`src/sv/mexp_pkg.sv`:
```
// Package for the modular exponentiation unit: field widths, reset value of
// the modulus, sequencer and multiplier state types.
// No dependencies.
`default_nettype none

package mexp_pkg;

  localparam int unsigned ValW   = 31;
  localparam int unsigned ExpW   = 63;
  localparam int unsigned ProdW  = 2 * ValW;
  // two remainder bits retired per reduction cycle
  localparam int unsigned RedCyc = ProdW / 2;
  localparam int unsigned CntW   = $clog2(RedCyc);

  localparam logic [ValW-1:0] ModReset = 31'd1000000007;

  typedef enum logic [1:0] {
    SEQ_IDLE,
    SEQ_CHECK,
    SEQ_WAIT_MUL,
    SEQ_WAIT_SQR
  } seq_state_t;

  typedef enum logic [0:0] {
    MM_IDLE,
    MM_RED
  } mm_state_t;

  // status of the shared modular multiplier
  typedef struct packed {
    logic busy;
    logic done;
  } mm_sts_t;

endpackage

`default_nettype wire

```
`src/sv/mexp_mulmod.sv`:
```
// Shared modular multiplier: one registered 31x31 product, then a restoring
// reduction two bits a cycle.
// Depends on mexp_pkg.
`default_nettype none

module mexp_mulmod
  import mexp_pkg::*;
(
  input  wire logic            clk,
  input  wire logic            rst_n,
  input  wire logic            go,
  input  wire logic [ValW-1:0] op_a,
  input  wire logic [ValW-1:0] op_b,
  input  wire logic [ValW:0]   mod32,
  output mm_sts_t              sts,
  output logic      [ValW-1:0] result
);

  mm_state_t        state_r, state_nxt;
  logic [CntW-1:0]  cnt_r, cnt_nxt;
  logic             done_r, done_nxt;
  logic [ProdW-1:0] prod_r, prod_nxt;
  logic [ValW-1:0]  rem_r, rem_nxt;
  logic [ProdW-1:0] prod_w;
  logic [ValW-1:0]  rem_mid;
  logic [ValW-1:0]  rem_fin;

  // shift one product bit into the remainder and subtract the modulus at most once;
  // remainder stays below the modulus, so one subtract is enough
  function automatic logic [ValW-1:0] red_step(input logic [ValW-1:0] r,
                                               input logic            b,
                                               input logic [ValW:0]   m);
    logic [ValW:0] t;
    t = {r, b};
    if (t >= m) begin
      t = t - m;
    end
    return t[ValW-1:0];
  endfunction

  assign prod_w  = ProdW'(op_a) * ProdW'(op_b);
  assign rem_mid = red_step(rem_r, prod_r[ProdW-1], mod32);
  assign rem_fin = red_step(rem_mid, prod_r[ProdW-2], mod32);

  always_comb begin
    state_nxt = state_r;
    cnt_nxt   = cnt_r;
    done_nxt  = 1'b0;
    prod_nxt  = prod_r;
    rem_nxt   = rem_r;
    case (state_r)
      MM_IDLE: begin
        if (go) begin
          prod_nxt  = prod_w;
          rem_nxt   = '0;
          cnt_nxt   = '0;
          state_nxt = MM_RED;
        end
      end
      MM_RED: begin
        rem_nxt  = rem_fin;
        prod_nxt = {prod_r[ProdW-3:0], 2'b00};
        cnt_nxt  = cnt_r + 1'b1;
        if (cnt_r == CntW'(RedCyc - 1)) begin
          done_nxt  = 1'b1;
          state_nxt = MM_IDLE;
        end
      end
      default: begin
        state_nxt = MM_IDLE;
      end
    endcase
  end

  always_ff @(posedge clk) begin
    if (!rst_n) begin
      state_r <= MM_IDLE;
      cnt_r   <= '0;
      done_r  <= 1'b0;
    end else begin
      state_r <= state_nxt;
      cnt_r   <= cnt_nxt;
      done_r  <= done_nxt;
    end
    prod_r <= prod_nxt;
    rem_r  <= rem_nxt;
  end

  assign sts.busy = (state_r != MM_IDLE);
  assign sts.done = done_r;
  assign result   = rem_r;

endmodule

`default_nettype wire

```
`src/sv/modular_exponentiation_unit.sv`:
```
// Modular exponentiation unit: right-to-left square-and-multiply sequencer
// around one shared modular multiplier. Depends on mexp_pkg, mexp_mulmod.
//
//  channel  | ports                                   | handshake
//  ---------+-----------------------------------------+-------------------------
//  input    | in_base_value, in_exponent              | start high, busy low
//  result   | out_power_result                        | out_strobe, one cycle
//  config   | cfg_modulus                             | cfg_valid and cfg_ready
//
// Each modular product is launched from the sequencer, reduced in the shared
// multiplier and handed back on its done flag; the 31x31 multiply sits in the
// launch cycle. Each exponent bit also passes through the check state, and a zero
// base or zero exponent ends the item at its first check. One item at a time: busy
// stays high until the result word is shown. The receiver cannot stall.
// Reset sets the modulus to 1000000007 and clears the sequencer.
`default_nettype none

module modular_exponentiation_unit
  import mexp_pkg::*;
(
  input  wire logic            clk,
  input  wire logic            rst_n,
  input  wire logic            start,
  output logic                 busy,
  input  wire logic [ValW-1:0] in_base_value,
  input  wire logic [ExpW-1:0] in_exponent,
  output logic                 out_strobe,
  output logic      [ValW-1:0] out_power_result,
  input  wire logic            cfg_valid,
  output logic                 cfg_ready,
  input  wire logic [ValW-1:0] cfg_modulus
);

  seq_state_t      state_r, state_nxt;
  logic [ValW-1:0] modulus_r;
  logic [ValW-1:0] acc_r, acc_nxt;
  logic [ValW-1:0] sq_r, sq_nxt;
  logic [ExpW-1:0] exp_r, exp_nxt;
  logic            bz_r, bz_nxt;
  logic            strobe_r, strobe_nxt;
  logic [ValW-1:0] res_r, res_nxt;
  logic            mm_go;
  logic            mul_sel;
  logic [ValW-1:0] op_a;
  logic [ValW:0]   mod32;
  mm_sts_t         mm_sts;
  logic [ValW-1:0] mm_res;

  // a modulus of zero stands for 2^31
  assign mod32 = {(modulus_r == '0), modulus_r};
  assign op_a  = mul_sel ? acc_r : sq_r;

  mexp_mulmod u_mulmod (
    .clk    (clk),
    .rst_n  (rst_n),
    .go     (mm_go),
    .op_a   (op_a),
    .op_b   (sq_r),
    .mod32  (mod32),
    .sts    (mm_sts),
    .result (mm_res)
  );

  always_comb begin
    state_nxt  = state_r;
    acc_nxt    = acc_r;
    sq_nxt     = sq_r;
    exp_nxt    = exp_r;
    bz_nxt     = bz_r;
    strobe_nxt = 1'b0;
    res_nxt    = res_r;
    mm_go      = 1'b0;
    mul_sel    = 1'b0;
    case (state_r)
      SEQ_IDLE: begin
        if (start) begin
          acc_nxt   = ValW'(1);
          sq_nxt    = in_base_value;
          exp_nxt   = in_exponent;
          bz_nxt    = (in_base_value == '0);
          state_nxt = SEQ_CHECK;
        end
      end
      SEQ_CHECK: begin
        if (exp_r == '0 || bz_r) begin
          strobe_nxt = 1'b1;
          res_nxt    = bz_r ? '0 : acc_r;
          state_nxt  = SEQ_IDLE;
        end else if (exp_r[0]) begin
          mm_go     = 1'b1;
          mul_sel   = 1'b1;
          state_nxt = SEQ_WAIT_MUL;
        end else begin
          mm_go     = 1'b1;
          state_nxt = SEQ_WAIT_SQR;
        end
      end
      SEQ_WAIT_MUL: begin
        if (mm_sts.done) begin
          acc_nxt = mm_res;
          // squares past the top set bit never reach the product
          if (exp_r[ExpW-1:1] == '0) begin
            exp_nxt   = '0;
            state_nxt = SEQ_CHECK;
          end else begin
            mm_go     = 1'b1;
            state_nxt = SEQ_WAIT_SQR;
          end
        end
      end
      SEQ_WAIT_SQR: begin
        if (mm_sts.done) begin
          sq_nxt    = mm_res;
          exp_nxt   = {1'b0, exp_r[ExpW-1:1]};
          state_nxt = SEQ_CHECK;
        end
      end
      default: begin
        state_nxt = SEQ_IDLE;
      end
    endcase
  end

  always_ff @(posedge clk) begin
    if (!rst_n) begin
      state_r   <= SEQ_IDLE;
      strobe_r  <= 1'b0;
      modulus_r <= ModReset;
    end else begin
      state_r  <= state_nxt;
      strobe_r <= strobe_nxt;
      if (cfg_valid && cfg_ready) begin
        modulus_r <= cfg_modulus;
      end
    end
    acc_r <= acc_nxt;
    sq_r  <= sq_nxt;
    exp_r <= exp_nxt;
    bz_r  <= bz_nxt;
    res_r <= res_nxt;
  end

  assign busy             = (state_r != SEQ_IDLE);
  assign cfg_ready        = (state_r == SEQ_IDLE);
  assign out_strobe       = strobe_r;
  assign out_power_result = res_r;

  a_go_when_free: assert property (@(posedge clk) disable iff (!rst_n)
    mm_go |-> !mm_sts.busy)
    else $error("multiplier launched while busy");

  a_busy_ends_with_word: assert property (@(posedge clk) disable iff (!rst_n)
    $fell(busy) |-> out_strobe)
    else $error("busy dropped without a result word");

  a_word_follows_work: assert property (@(posedge clk) disable iff (!rst_n)
    out_strobe |-> $past(busy))
    else $error("result word without an item");

  a_word_reduced: assert property (@(posedge clk) disable iff (!rst_n)
    out_strobe |-> ({1'b0, out_power_result} < mod32 || out_power_result == ValW'(1)))
    else $error("result word not reduced");

endmodule

`default_nettype wire

```
`config.mk`:
```
export PLATFORM = sky130hd
export DESIGN_NAME = modular_exponentiation_unit
export DESIGN_NICKNAME = d
export VERILOG_FILES = /design/src/sv/mexp_pkg.sv /design/src/sv/mexp_mulmod.sv /design/src/sv/modular_exponentiation_unit.sv
export SDC_FILE = /design/constraint.sdc
export NUM_CORES = 2
export LEC_CHECK = 0
export BUFFER_PORTS_ARGS = -buffer_cell sky130_fd_sc_hd__buf_2
export CORE_AREA = 2 2 351 492
export CTS_CLUSTER_SIZE = 16
export DETAILED_ROUTE_END_ITERATION = 10
export DIE_AREA = 0 0 353 494
export GPL_TIMING_DRIVEN = 0
export PLACE_DENSITY = 0.53
export SLEW_MARGIN = 0
export SYNTH_ARGS = -nofsm -noshare
export SYNTH_HDL_FRONTEND = slang
export SYNTH_SLANG_ARGS = --single-unit
```
`constraint.sdc`:
```
create_clock -name clk -period 7.9 [get_ports clk]
set_input_delay 1.185 -clock clk [delete_from_list [all_inputs] [get_ports clk]]
set_output_delay 1.185 -clock clk [all_outputs]
set_load 0.005 [all_outputs]
```
==> results.yml <==
status:
  status: "complete, but fails checks"
  violations: "setup timing"
timing:
  min_period_ps: 8850
  setup_viol: 40
  slew_headroom_pct: 14.0
  clock_skew_ps: 42.5
  maxSlewViolCount: 0
  worst_pin_slew_ps: 1290
  setup_slack_ps: -947
  finalCritPeriodShare_pct: 112
  max_freq_mhz: 113
  hold_viol_final: 0
  hold_slack_ps: 471
  rsz0062_at_grt: "true"
logic_synthesis:
  synth_top_area_share_pct: 35.4
  seq_area_frac_synth_pct: 17.6
  synth_edf_count: 250
  synthesis.nets: 6217
  synth_area_leader_cell: "fa_1"
  async_flop_share_pct: 0
  synth_seq_cells: 291
  synth_common_cells: "fa_1 (839), inv_1 (837), nand2_1 (661)"
  yosys-top-cells-area: "fa_1 (35%), edfxtp_1 (16%), ha_1 (8.6%)"
  synth_area_mm2: 0.0474
  yosysWarnings: 0
  synthCells: 4924
  ys_types: 103
  avgSynthCellArea_um2: 9.63
  synth_ff_type: "edfxtp_1"
  synth.most_common_cell: "fa_1"
final_layout:
  nNetsFinal: 6514
  drive_gt1_share_pct: 15.2
  area_delta_synth_final_pct: 16.7
  fillCellCount: 17747
route:
  drc: 0
  wl_per_cell_um: 25.5
  dr.pass1.iters: 5
  drt_iter0_markers: 2493
  wl_um: 192000
  via_per_inst: 4.98
  detail-route-antenna-nets: 0
  vias: 37445
critical_path:
  crit_path_end: "u_mulmod.prod_r[46]$_DFFE_PP_"
  cp_slowest_stage_delay_ps: 600
  cp-startpoint: "state_r[1]$_SDFFE_PN0P_"
  timing.rr.start: "state_r[1]$_SDFFE_PN0P_"
  worstPathArrival_ps: 9180
  r2r_end: "u_mulmod.prod_r[46]$_DFFE_PP_"
  reg2reg_depth: 28
  cp-start-kind: "flop"
  crit_path_frequent_cell: "fa_1"
  reg2reg_setup_slack_ps: -950
  crit_path_top_delay_cell: "fa_2"
  required_ps: 8230
  endpoint_kind: "flop"
  critPathKind: "reg -> reg"
  crit_path_max_fanout: 10
global_routing:
  grt_use_total_pct: 21.8
  grt_pass1_wl_um: 274000
  grt_max_degree: 64
  grt_pass1_vias: 40526
  antenna_found_initial: 11
  grt_remaining_overflow: 0
clocking:
  clk_pin_slew_ps: 70
  htree_levels: 2
  cts_tree: "built"
  cts-buffers-inserted: 34
  cts_root_buf: "clkbuf_16"
  clock_sinks: 291
  postCtsHoldBufs: 0
  insertion_delay_ps: 600
  cts.path.max_buffers: 3
job:
  drv_cap: 0
die:
  std_cell_rows: 179
  die_area_mm2: 0.174
  initial_core_util_pct: 27.9
  die_h_um: 494
  die_width_um: 353
  fp.coreArea_mm2: 0.170
  io_pins: 163
placed_design:
  gp_congestion: 1.00
  place_hpwl_um: 158000
  io_buffers: 162
worst_hold_path:
  hold_class: "reg -> reg"
## layout by cell type, fill, tap and decap left out, drive strengths merged, types with 41 or more instances in the layout
master and instances:
a22o 62, mux2 82, a21oi 142, nand2 663, fa 839, a21o 60
edfxtp 250, nor2 91, inv 842, nor2b 42, xnor2 59, dfxtp 41
and2 539, clkbuf 272, buf 321, o21ai 146, ha 325
## worst min-delay path by stage
stage	from	end	slack (ps)	cells past startpoint
final	modulus_r[30]$_SDFFE_PN0P_	modulus_r[30]$_SDFFE_PN0P_	470	2
after global routing	modulus_r[7]$_SDFFE_PN0P_	modulus_r[7]$_SDFFE_PN0P_	510	2
after CTS	modulus_r[30]$_SDFFE_PN0P_	modulus_r[30]$_SDFFE_PN0P_	470	2
after detailed placement	modulus_r[30]$_SDFFE_PN0P_	modulus_r[30]$_SDFFE_PN0P_	460	2
after global placement	modulus_r[30]$_SDFFE_PN0P_	modulus_r[30]$_SDFFE_PN0P_	450	2
after floorplan	modulus_r[30]$_SDFFE_PN0P_	modulus_r[30]$_SDFFE_PN0P_	440	2
## registers in the layout, summed over array words and instances (netlist names)
signal / flops
out_power_result: 31
sq_r: 31
exp_r: 63
bz_r: 1
u_mulmod.result: 31
u_mulmod.cnt_r: 5
modulus_r: 31
u_mulmod.state_r: 1
out_strobe: 1
u_mulmod.prod_r: 62
acc_r: 31
u_mulmod.done_r: 1
state_r: 2
## layout make-up
type                       count  area (um2)  area share (%)
clock inverter                16         140           0.253
antenna                       12        30.0          0.0543
timing repair buffer         269        1830            3.31
clock buffer                  45         933            1.69
sequential                   291        8330            15.1
tap                         2262        2830            5.12
multi-input combinational   3509       36100            65.3
inverter                     837        3150            5.69
buffer                       279        1930            3.50
## metal layers
layer,global-route usage [%],part of all wire (%),routed length (um)
met4,17.5,9.8,18900
met5,0,0.0057,11
met2,38.3,49,94600
met3,2.98,5.6,10800
met1,23.6,35,67700
## through the flow
stage | setup slack, ps | utilization (%) | cell area (um2) | TNS, ps | std cells
after detailed placement | -2230 | 30.3 | 51500 | -72390 | 7350
after CTS | -922 | 31.9 | 54100 | -24120 | 7453
after floorplan | -21.0 | - | 47700 | -23.9 | 4924
final | -947 | 32.6 | 55300 | -24750 | 7520
after global routing | -1100 | 32.6 | 55300 | -33240 | 7508
after global placement | -2160 | 30.3 | 51400 | -69610 | 7348
## logic make-up after synthesis
kind of cell / after synthesis / synth area share (%)
AOI/OAI and AO/OA: 632 / 9.29
xor gates and xnor gates: 98 / 1.81
DFF: 291 / 17.6
muxes: 91 / 2.15
buffers and inverters: 1124 / 9.03
and+or+nand+nor: 1524 / 16.1
adders and majority gates: 1164 / 44.0
## timing repair
action / CTS / global route
pin swaps: 80 / 104
buffers inserted: 42 / 59
gates resized for setup: 342 / 231
gates cloned: 4 / 2
endpoints found under the setup margin: 48 / 46
## critical path, delay by kind of cell, from the launching register on
kind            cells  cell delay [ps]
simple gates        6             1300
compound gates      4              970
mux                 1              310
buf+inv             7              930
flops               1              320
fa+ha+maj          10             4710
Power is not shown: default switching activity piles up to over one toggle a cycle in this logic, so the estimate is an artifact.
